--- config.mk ---
export PLATFORM = sky130hd
export DESIGN_NAME = nbc_final
export DESIGN_NICKNAME = d
export VERILOG_FILES = /design/src/rtl/nbc_pkg.sv /design/src/rtl/nbc_final.sv
export SDC_FILE = /design/constraint.sdc
export NUM_CORES = 1
export LEC_CHECK = 0
export BUFFER_PORTS_ARGS = -buffer_cell sky130_fd_sc_hd__buf_2
export CAP_MARGIN = 0
export CORE_AREA = 2 2 200 202
export CTS_BUF_LIST = sky130_fd_sc_hd__clkbuf_4
export CTS_CLUSTER_DIAMETER = 50
export DETAILED_ROUTE_END_ITERATION = 12
export DIE_AREA = 0 0 202 204
export GPL_ROUTABILITY_DRIVEN = 0
export PLACE_DENSITY = 0.67
export SLEW_MARGIN = 5
export SYNTH_ARGS = -nofsm -noshare
export SYNTH_HDL_FRONTEND = slang
export SYNTH_SLANG_ARGS = --single-unit
--- constraint.sdc ---
create_clock -name clk -period 0.8 [get_ports clk]
set_input_delay 0.04 -clock clk [delete_from_list [all_inputs] [get_ports clk]]
set_output_delay 0.04 -clock clk [all_outputs]
set_load 0.02 [all_outputs]
--- src/rtl/nbc_pkg.sv ---
package nbc_pkg;

	localparam int RoundCountDefault = 16;
	localparam int RoundCountMax     = 16;
	localparam int WordWidth         = 32;

	// config register indexes
	localparam logic [7:0] RegKeyWord0 = 8'd0;
	localparam logic [7:0] RegKeyWord1 = 8'd1;
	localparam logic [7:0] RegKeyWord2 = 8'd2;
	localparam logic [7:0] RegKeyWord3 = 8'd3;

	typedef logic [WordWidth-1:0] word_t;
	typedef logic [3:0][WordWidth-1:0] block_t;

	// one pipeline slot handed from cell to cell
	typedef struct packed {
		logic   vld;
		logic   dec;
		block_t a;
	} stage_t;

	// round constants, last entry repeats for any index past the table
	function automatic word_t rc_at(input int idx);
		logic [7:0] c;
		case (idx)
			0:       c = 8'h80;
			1:       c = 8'h1B;
			2:       c = 8'h36;
			3:       c = 8'h6C;
			4:       c = 8'hD8;
			5:       c = 8'hAB;
			6:       c = 8'h4D;
			7:       c = 8'h9A;
			8:       c = 8'h2F;
			9:       c = 8'h5E;
			10:      c = 8'hBC;
			11:      c = 8'h63;
			12:      c = 8'hC6;
			13:      c = 8'h97;
			14:      c = 8'h35;
			15:      c = 8'h6A;
			default: c = 8'hD4;
		endcase
		return {24'd0, c};
	endfunction

	function automatic word_t rotl(input word_t v, input int n);
		return (v << n) | (v >> (WordWidth - n));
	endfunction

	// linear mixing step with key addition
	function automatic block_t theta(input block_t k, input block_t a_in);
		block_t a;
		word_t  t;
		a = a_in;
		t = a[0] ^ a[2];
		t = t ^ rotl(t, 8) ^ rotl(t, 24);
		a[1] = a[1] ^ t;
		a[3] = a[3] ^ t;
		a[0] = a[0] ^ k[0];
		a[1] = a[1] ^ k[1];
		a[2] = a[2] ^ k[2];
		a[3] = a[3] ^ k[3];
		t = a[1] ^ a[3];
		t = t ^ rotl(t, 8) ^ rotl(t, 24);
		a[0] = a[0] ^ t;
		a[2] = a[2] ^ t;
		return a;
	endfunction

	// nonlinear step, bitsliced s-box over the four words
	function automatic block_t gamma_step(input block_t a_in);
		block_t a;
		word_t  t;
		a = a_in;
		a[1] = a[1] ^ (~a[3] & ~a[2]);
		a[0] = a[0] ^ (a[2] & a[1]);
		t    = a[3];
		a[3] = a[0];
		a[0] = t;
		a[2] = a[2] ^ a[0] ^ a[1] ^ a[3];
		a[1] = a[1] ^ (~a[3] & ~a[2]);
		a[0] = a[0] ^ (a[2] & a[1]);
		return a;
	endfunction

endpackage

--- src/rtl/nbc_final.sv ---
module nbc_final
	import nbc_pkg::*;
#(
	parameter int ROUND_COUNT = RoundCountDefault
) (
	input  logic   clk,
	input  logic   arst_n,
	input  logic   en,
	input  block_t key,
	input  block_t wkey,
	input  stage_t prev,
	output stage_t result
);

	localparam word_t EncConst = rc_at(ROUND_COUNT);
	localparam word_t DecConst = rc_at(0);

	block_t a;
	stage_t result_q;

	// closing constant and theta, order set by direction
	always_comb begin
		a = prev.a;
		if (prev.dec) begin
			a = theta(wkey, a);
			a[0] = a[0] ^ DecConst;
		end else begin
			a[0] = a[0] ^ EncConst;
			a = theta(key, a);
		end
	end

	// output valid and payload
	always_ff @(posedge clk or negedge arst_n) begin
		if (!arst_n) begin
			result_q <= '0;
		end else if (en) begin
			result_q.vld <= prev.vld;
			result_q.dec <= prev.dec;
			result_q.a   <= a;
		end
	end

	assign result = result_q;

endmodule

==> impl_metrics.toml <==
[outcome]
outcome = "complete, but fails checks"
violations_in_the_final_reports = "negative hold slack, negative setup slack"

[global_route]
number_of_antenna_violations_at_the_first_check_in_global_routing = 5
grt_pass1_vias = 15760
global_route_wire_length_before_repair_um = 85850
grt.overflow.total = 0
globalRouteTotalUtil = 0.2693
grt_start_max_net_pins = 51

[sta]
tightest_slew_ps = 647.2
finalWorstSetupSlack_ps = -572.6
timing_hold_violations_final = 5
report.final.setup_viol = 244
grt_setup_unrepaired = "yes"
fin_crit_sh = 1.716
slew-limit-headroom = 0.5676
finalClockSkew_ps = 0
worst_hold_margin_ps = -22.89
post-route-min-period_ps = 1373
slew_violations = 0
achievable-frequency_mhz = 728.6

[floorplan]
design.portCount = 519
dieArea_um2 = 41210
core_um2 = 39180
floorplan.rows = 73
die_height_um = 204
floorplan.initialDensity = 0.3314
die_w_um = 202

[finish]
layout-drive-gt1-share = 0.5911
finished_core_util = 0.6982
largest_reg_flops = 130
area_growth_syn_to_layout_pct = 110.7
fillers = 2380
nNetsFinal = 2741
stdcell_count = 2894
stdcell_area_um2 = 27360

[clock_network]
tritoncts_num_sinks = 130
cts_htree_levels = 4
root_buffer = "clkbuf_4"
clk_path_buf_depth = 2
clock_buffers_created_by_tritoncts = 17
cts_hold_repair.buffers = 237
clk-insertion-delay-late_ps = 600
clock_tree_from_tritoncts = "done"
worst_setup_hold_path_clk_slew_ps = 150

[power_and_ir_drop]
power.leakage_nw = 12.83
power.density_nw_per_um2 = 2353
worst_ir_drop_on_vdd_mv = 1.661

[synth]
synthArstFlopShare = 1.000
share_of_synthesized_area_occupied_by_flip_flops_and_latches = 0.2505
most_frequently_used_flop_master_after_synthesis = "dfrtp_1"
gate_count_of_the_mapped_netlist = 1202
ys_warn_count = 0
net_count_synth = 1591
post_synth_instance_area_um2 = 12980
synth_largest_type_area_fraction = 0.3319
syn_area_per_cell_um2 = 10.80
synthTopCellsByArea = "xnor2_1, dfrtp_1, xor2_1, xnor3_1, mux2_2"
netlist-cell-type-count = 27
post-synth-top-area-cell = "xnor2_1"
synth-edff-count = 0
number_of_synthesized_register_bits = 130

[critical_path]
worstSetupPathType = "flop to output pin"
critPathMostFrequentCell = "buf_6"
cp.required_ps = 760
critPathSlowestCell = "dfrtp_1"
cpPeakStageDelay_ps = 450
path_max_fanout = 2
worstSetupStartpointType = "flop"
worstPathCellList = "buf_6 -> buf_6"
setup.worst_path.end_class = "output pin"
top_family_by_delay_on_critical_path = "flip-flops"
critical_path_arrival_ps = 1330
critical_path.n_buffers_inverters = 2

[routing]
route.antenna.remaining_nets = 0
drt-total-wl_um = 65090
router_iterations_before_antenna_repair = 5
vias_per_cell = 4.991
initialDrtViolationCount = 669
total_number_of_vias = 14450
remaining_drc_errors = 0
mean_routed_wirelength_per_cell_um = 22.49

[run]
max-cap-violations = 0

[placed_design]
port_buffers = 518
dpl_cell_area_um2 = 19990
placedCellCount = 2488
post_detail_place_hpwl_um = 37150

[min_path]
holdCritPathClass = "input port to flop"
## stage by stage
stage	TNS, ps	total power, mW	worst slack, ps	hold WS, ps
2_1_floorplan	-53690	31.91	-608.5	-255.6
3_3_place_gp	-87520	42.47	-923.8	-73.14
3_5_place_dp	-90270	43.09	-898.7	-73.88
4_1_cts	-69880	57.95	-616.4	-109.2
5_1_grt	-80190	66.88	-648.9	-56.42
6_report	-70890	64.38	-572.6	-22.89
## cell type report
type	instances	area, um2	share of cell area
multi-input cells	1029	13020	0.4758
flip-flops and latches	130	3253	0.1189
clock buffers	20	150.1	0.005488
clock inverters	12	211.5	0.007729
well taps	525	656.9	0.02401
inverters	1	3.754	0.0001372
repair buffers	1173	10060	0.3675
diodes	4	10.01	0.0003658
## timing repair
action / in CTS / in global routing
endpoints found under the setup margin: 194 / 281
hold endpoints to repair: 260 / 20
buffers inserted: 86 / 60
gates cloned: 0 / 2
resized for setup: 486 / 312
pin swaps: 122 / 147
## synthesized netlist by cell type (5+ instances only)
cell type	count
nand2_1	26
mux2_2	65
xor2_2	6
xnor2_2	18
dfrtp_1	130
mux2i_1	41
clkbuf_1	33
xor2_1	99
nand3_1	35
o2111ai_1	35
or3_1	35
xnor2_1	492
xnor3_1	38
nand2b_1	62
buf_1	5
xor3_1	16
o21ai_0	25
o221ai_1	26
## per-layer routing
metal  GRT usage  routed length [um]  vias up
li1            -                   -     6363
met1      0.2797               22030     7111
met2      0.5018               34860      714
met3     0.06075                4035      255
met4      0.1476                4153        2
met5           0                  13        -
## kinds of logic after synthesis
logic type             after synthesis  synth area share
XOR/XNOR                           670            0.5259
AND/OR/NAND/NOR                    164           0.07005
flip-flops                         130            0.2505
multiplexers                       106           0.08797
AO/OA/AOI/OAI                       89           0.05271
buffers and inverters               43           0.01282
## worst reg2reg max path: stages (launching register included)
cell	delay [ps]
dfrtp_1	460
buf_6	140
mux2_2	260
## where the power goes
group | switching (mW) | total, mW | internal [mW]
Sequential | 2.82 | 12.5 | 9.69
Combinational | 19.9 | 45.7 | 25.8
Clock | 3.02 | 6.19 | 3.18
## worst paths after layout
kind | start | endpoint | slack, ps | depth (start not counted)
hold reg to reg | result[10] | result[10] | 550 | 2
min in group asynchronous | arst_n | result[98] | 60 | 3
setup reg to reg | result[55] | result[55] | -160 | 2
hold / removal | prev[10] | result[10] | -20 | 5
max in group asynchronous | arst_n | result[86] | 20 | 4
setup / recovery | result[123] | result[123] | -570 | 2
## layout by cell type (no fill, tap or decap), types with 8 or more instances in the layout
| cell | Yosys | final |
|---|---|---|
| dlygate4sd3_1 | 0 | 181 |
| xnor2_2 | 18 | 146 |
| xnor3_1 | 38 | 20 |
| buf_8 | 0 | 29 |
| o2111ai_1 | 35 | 21 |
| clkbuf_4 | 0 | 20 |
| o21ai_2 | 0 | 14 |
| xor3_2 | 0 | 11 |
| buf_6 | 0 | 213 |
| buf_2 | 4 | 304 |
| mux2_4 | 0 | 16 |
| xnor2_4 | 0 | 74 |
| buf_12 | 0 | 16 |
| buf_4 | 0 | 373 |
| nand2_1 | 26 | 19 |
| o221ai_2 | 0 | 11 |
| xnor2_1 | 492 | 290 |
| nand3_1 | 35 | 35 |
| dfrtp_1 | 130 | 130 |
| mux2_2 | 65 | 49 |
| xnor3_2 | 0 | 18 |
| dlymetal6s4s_1 | 0 | 53 |
| xor2_1 | 99 | 66 |
| xor2_2 | 6 | 8 |
| nand2b_1 | 62 | 56 |
| or3_1 | 35 | 29 |
| o2111ai_2 | 0 | 14 |
| xor2_4 | 0 | 31 |
| o221ai_1 | 26 | 15 |
| o21ai_1 | 0 | 8 |
| mux2i_1 | 41 | 32 |
No activity file was read; power rests on OpenSTA's default activity.
