File: config.mk
export PLATFORM = sky130hd
export DESIGN_NAME = nbc_round_cell
export DESIGN_NICKNAME = d
export VERILOG_FILES = /design/src/rtl/nbc_pkg.sv /design/src/rtl/nbc_round_cell.sv
export SDC_FILE = /design/constraint.sdc
export NUM_CORES = 1
export LEC_CHECK = 0
export BUFFER_PORTS_ARGS = -buffer_cell sky130_fd_sc_hd__buf_2
export CAP_MARGIN = 20
export CORE_AREA = 2 2 230 232
export CTS_CLUSTER_DIAMETER = 150
export DETAILED_ROUTE_END_ITERATION = 8
export DIE_AREA = 0 0 232 234
export PLACE_DENSITY = 0.51
export SYNTH_ARGS = -nofsm -noshare
export SYNTH_HDL_FRONTEND = slang
export SYNTH_SLANG_ARGS = --single-unit
File: constraint.sdc
create_clock -name clk -period 1 [get_ports clk]
set_clock_uncertainty 0.2 [all_clocks]
set_input_delay 0.2 -clock clk [delete_from_list [all_inputs] [get_ports clk]]
set_output_delay 0.2 -clock clk [all_outputs]
set_load 0.02 [all_outputs]
File: src/rtl/nbc_pkg.sv
package nbc_pkg;

	localparam int RoundCountDefault = 16;
	localparam int RoundCountMax     = 16;
	localparam int WordWidth         = 32;

	// config register indexes
	localparam logic [7:0] RegKeyWord0 = 8'd0;
	localparam logic [7:0] RegKeyWord1 = 8'd1;
	localparam logic [7:0] RegKeyWord2 = 8'd2;
	localparam logic [7:0] RegKeyWord3 = 8'd3;

	typedef logic [WordWidth-1:0] word_t;
	typedef logic [3:0][WordWidth-1:0] block_t;

	// one pipeline slot handed from cell to cell
	typedef struct packed {
		logic   vld;
		logic   dec;
		block_t a;
	} stage_t;

	// round constants, last entry repeats for any index past the table
	function automatic word_t rc_at(input int idx);
		logic [7:0] c;
		case (idx)
			0:       c = 8'h80;
			1:       c = 8'h1B;
			2:       c = 8'h36;
			3:       c = 8'h6C;
			4:       c = 8'hD8;
			5:       c = 8'hAB;
			6:       c = 8'h4D;
			7:       c = 8'h9A;
			8:       c = 8'h2F;
			9:       c = 8'h5E;
			10:      c = 8'hBC;
			11:      c = 8'h63;
			12:      c = 8'hC6;
			13:      c = 8'h97;
			14:      c = 8'h35;
			15:      c = 8'h6A;
			default: c = 8'hD4;
		endcase
		return {24'd0, c};
	endfunction

	function automatic word_t rotl(input word_t v, input int n);
		return (v << n) | (v >> (WordWidth - n));
	endfunction

	// linear mixing step with key addition
	function automatic block_t theta(input block_t k, input block_t a_in);
		block_t a;
		word_t  t;
		a = a_in;
		t = a[0] ^ a[2];
		t = t ^ rotl(t, 8) ^ rotl(t, 24);
		a[1] = a[1] ^ t;
		a[3] = a[3] ^ t;
		a[0] = a[0] ^ k[0];
		a[1] = a[1] ^ k[1];
		a[2] = a[2] ^ k[2];
		a[3] = a[3] ^ k[3];
		t = a[1] ^ a[3];
		t = t ^ rotl(t, 8) ^ rotl(t, 24);
		a[0] = a[0] ^ t;
		a[2] = a[2] ^ t;
		return a;
	endfunction

	// nonlinear step, bitsliced s-box over the four words
	function automatic block_t gamma_step(input block_t a_in);
		block_t a;
		word_t  t;
		a = a_in;
		a[1] = a[1] ^ (~a[3] & ~a[2]);
		a[0] = a[0] ^ (a[2] & a[1]);
		t    = a[3];
		a[3] = a[0];
		a[0] = t;
		a[2] = a[2] ^ a[0] ^ a[1] ^ a[3];
		a[1] = a[1] ^ (~a[3] & ~a[2]);
		a[0] = a[0] ^ (a[2] & a[1]);
		return a;
	endfunction

endpackage

File: src/rtl/nbc_round_cell.sv
module nbc_round_cell
	import nbc_pkg::*;
#(
	parameter int ROUND_COUNT = RoundCountDefault,
	parameter int CELL_IDX    = 0
) (
	input  logic   clk,
	input  logic   arst_n,
	input  logic   en,
	input  block_t key,
	input  block_t wkey,
	input  stage_t prev,
	output stage_t next
);

	localparam word_t EncConst = rc_at(CELL_IDX);
	localparam word_t DecConst = rc_at(ROUND_COUNT - CELL_IDX);

	block_t k;
	block_t a;
	stage_t next_q;

	// one full round, constants placed by direction
	always_comb begin
		k = prev.dec ? wkey : key;
		a = prev.a;
		a[0] = a[0] ^ (prev.dec ? '0 : EncConst);
		a = theta(k, a);
		a[0] = a[0] ^ (prev.dec ? DecConst : '0);
		a[1] = rotl(a[1], 1);
		a[2] = rotl(a[2], 5);
		a[3] = rotl(a[3], 2);
		a = gamma_step(a);
		a[1] = rotl(a[1], 31);
		a[2] = rotl(a[2], 27);
		a[3] = rotl(a[3], 30);
	end

	// slot valid and payload
	always_ff @(posedge clk or negedge arst_n) begin
		if (!arst_n) begin
			next_q <= '0;
		end else if (en) begin
			next_q.vld <= prev.vld;
			next_q.dec <= prev.dec;
			next_q.a   <= a;
		end
	end

	assign next = next_q;

endmodule

==> summary.txt <==
Die
  – Initial Util: 30.5%
  – Die Width: 232 microns
  – Die footprint: ~0.054 sq mm
  – Total I/O pin count: 519
  – Standard cell core area: between 0.05 and 0.06 sq mm
  – Y dimension of the die: 234 microns
  – Placement row count: 84

Worst setup path
  – Critical path endpoint category: register
  – Critical Path Start: prev[128]
  – Worst reg-to-reg path cell count: 3
  – Signal arrival time at the worst endpoint: 3.24 ns
  – Biggest fanout along the worst timing path: 8
  – Worst reg-to-reg setup slack: -0.21 ns
  – Setup Crit Path Kind: in -> reg
  – Endpoint required time on the critical path: 1.16 ns
  – Critical path launch point type: input pin
  – Capturing point of the worst reg2reg path: next[90]
  – Worst r2r src: next[90]

Pwr
  – Leak pwr: between 0.01 and 0.015 uW
  – Total power divided by cell area: 4010 mW/mm^2
  – Worst voltage drop across the vdd grid: 1.52 mV

Cells and area
  – Ratio of cells with drive above 1 in the final layout: 65.8%
  – Post-layout net count: 3,093
  – Core occupancy in the finished layout: a little under three fifths
  – Area growth from synthesis to final layout: 88.6%
  – Number of flip-flops in the largest register: 130
  – Number of standard cells in the final layout excluding fillers: 3,375

Logic synthesis
  – Share of async-settable or async-resettable flops after synthesis: 100%
  – Synth Area in Simple Gates: 5.79%
  – Register bit total from synthesis: 130
  – Top post-synthesis cells by count: 284 x xnor2_1, 153 x xor2_1, 130 x dfrtp_1
  – Xor-xnor portion of the synthesized cell area: 51.4%
  – Multiplexer area fraction after synthesis: 11.4%
  – Synth Warn #: 0
  – Sequential-to-total area share from yosys stat: approximately a fifth
  – Synth top area cells: dfrtp_1 21%, xnor3_1 17%, xnor2_1 16%
  – Summed instance area of the synthesized netlist: 0.0158 sq mm
  – Number of nets in the synthesized netlist: about 1.8k
  – Synth Area in Adders: 2.53%
  – Cell type with the largest total area after synthesis: dfrtp_1
  – Synthesized area divided by synthesized cell count: approximately 11 sq um
  – Synth unique cells: 54
  – Synth Flop Type: dfrtp_1
  – Largest family of logic cells by synthesized area: XOR/XNOR gates
  – Share of the synthesized area in the top cell type: 20.5%
  – Most instantiated library cell after synthesis: xnor2_1
  – Post-synthesis compound-gate area fraction: under 10%
  – Number of instances in the synthesized netlist: 1,424
  – Number of enable flip-flop cells after synthesis: 0

STA
  – Unrepaired setup endpoints after global routing: yes
  – Maximum frequency from static timing analysis: 0.324 GHz
  – Setup WS post-layout: -2.09 ns
  – Tcrit/Tclk final: 309%
  – Final critical-path required period: 3.09 ns
  – Final setup violation count: 258
  – Headroom to the max-slew limit: 47.2%
  – Worst hold slack after final layout: -0.0635 ns
  – Count of final max-slew check failures: 0
  – Slew of the pin with the lowest slew margin: ~0.8 ns
  – Number of endpoints with negative hold slack in the final report: 12

Clocking
  – Level count of the clock H-tree: 4
  – CTS Buf Count: 17
  – Worst-skew pair later-pin latency: 0.47 ns
  – TritonCTS clock tree: done
  – Hold bufs inserted after CTS: 2
  – Clk slew on worst S/H paths: 0.07 ns
  – Clk buf depth: 2
  – Clk sink count: between 100 and 150
  – Root buffer cell: clkbuf_16

Detailed routing
  – Iteration count of the initial detailed-routing pass: 4
  – Drc violations: 0
  – Routed vias/inst: about 4.4
  – Met3 wire len: 2.73 mm
  – Routed wire per std cell: between 15 and 20 microns
  – Final wirelength: 64.6 mm
  – Post-detailed-route count of antenna-violating nets: 0
  – Highest routing layer actually used: met5
  – Length of routed wiring on met1: 26.9 mm
  – Amount of wire on met2 after detailed routing: 32.9 mm
  – DRT iter0 DRCs: 464
  – Total number of vias: 14.9k

Run status
  – Outcome: complete, but fails checks
  – Violated checks: negative hold slack, negative setup slack

Placed design
  – Placed cell count: 3,121
  – RePlAce Congestion: 0.864
  – Port bufs: a little over 500
  – Detailed-placement wirelength estimate: 52.0 mm

Job
  – Max capacitance violation total: 0

Global route
  – Overall routing resource usage: 23.3%
  – Largest net degree at the start of global routing: 44
  – Antenna violations before repair: 2
  – First-pass GRT wire length: 92.0 mm
  – Total grt overflow: 0
  – Number of global-route vias before repair: 15.5k

Worst hold path
  – Min-delay worst type: in -> async
-- worst max-delay path, stage by stage --
cell      delay (ns)
buf_16          0.14
buf_16          0.15
buf_12          0.12
mux2i_4         0.23
xor2_2          0.20
xnor3_1         0.42
xnor3_2         0.50
ha_4            0.22
xnor2_4         0.13
xnor2_2         0.19
nand2b_1        0.12
xnor2_2         0.24
xnor2_1         0.11
mux2_4          0.26
-- final cells by class --
cell class | count | area (sq um)
clock buffers | 20 | 437
diodes | 2 | 5.00
well taps | 688 | 861
inverters | 32 | 133
repair buffers | 1269 | 9830
clock inverters | 12 | 181
flip-flops and latches | 130 | 3250
fillers | 4430 | 22100
multi-input cells | 1222 | 15200
-- layer usage --
layer | track usage (%) | up-vias
li1 | - | 7292
met5 | 0 | -
met4 | 8.81 | 2
met2 | 40.8 | 347
met3 | 4.71 | 72
met1 | 28.3 | 7203
-- layout by cell type (no fill, tap or decap), drive strengths merged, types with 2 or more instances in the layout --
master,instances
nand2b,9
a21boi,3
xnor3,124
nand3,2
nor2,87
o31ai,9
nor2b,3
a21o,8
a31oi,15
a221o,5
dfrtp,130
xor3,10
mux2,36
diode,2
or3b,2
a221oi,2
or3,12
clkinv,5
dlygate4sd3,2
bufinv,4
o21ai,39
xnor2,326
a21oi,65
mux2i,131
nand2,94
xor2,186
inv,34
a211oi,2
o221a,2
clkbuf,20
o21bai,2
buf,1267
o221ai,2
and2,2
ha,32
and3,6
-- how the worst max path moves through the flow --
stage          endpoint  cells past startpoint
2_1_floorplan   next[8]                     14
3_3_place_gp   next[80]                     13
3_5_place_dp   next[52]                     13
4_1_cts        next[82]                     14
5_1_grt        next[68]                     15
6_report       next[82]                     14
-- per-stage QoR --
| step | setup slack [ns] | TNS, ns | power, uW | cell area, sq um |
|---|---|---|---|---|
| after CTS | -2.06 | -285.01 | 110000 | 27800 |
| after global routing | -2.16 | -301.11 | 127000 | 29900 |
| final | -2.09 | -285.72 | 120000 | 29900 |
| after global placement | -2.71 | -307.85 | 88600 | 24100 |
| after detailed placement | -2.75 | -312.57 | 90200 | 24100 |
| after floorplan | -2.55 | -275.38 | 61900 | 16700 |
-- where the power goes --
part | total, uW | internal (uW) | switching (uW)
combinational | 102000 | 58400 | 43800
sequential | 10600 | 8350 | 2220
clock | 7010 | 4180 | 2830
-- kinds of logic after synthesis --
group | after synthesis
XOR/XNOR | 646
AND/OR/NAND/NOR | 218
multiplexers | 167
AO/OA/AOI/OAI | 159
flip-flops | 130
buffers and inverters | 72
adder cells (fa/ha/maj) | 32
-- timing repair --
action / in CTS / in global routing
gates cloned: 1 / 0
hold endpoints to repair: 155 / 10
pin swaps: 185 / 182
setup buffers: 130 / 97
resized for setup: 504 / 242
setup endpoints to repair: 258 / 258
No activity file was read; power rests on OpenSTA's default activity.
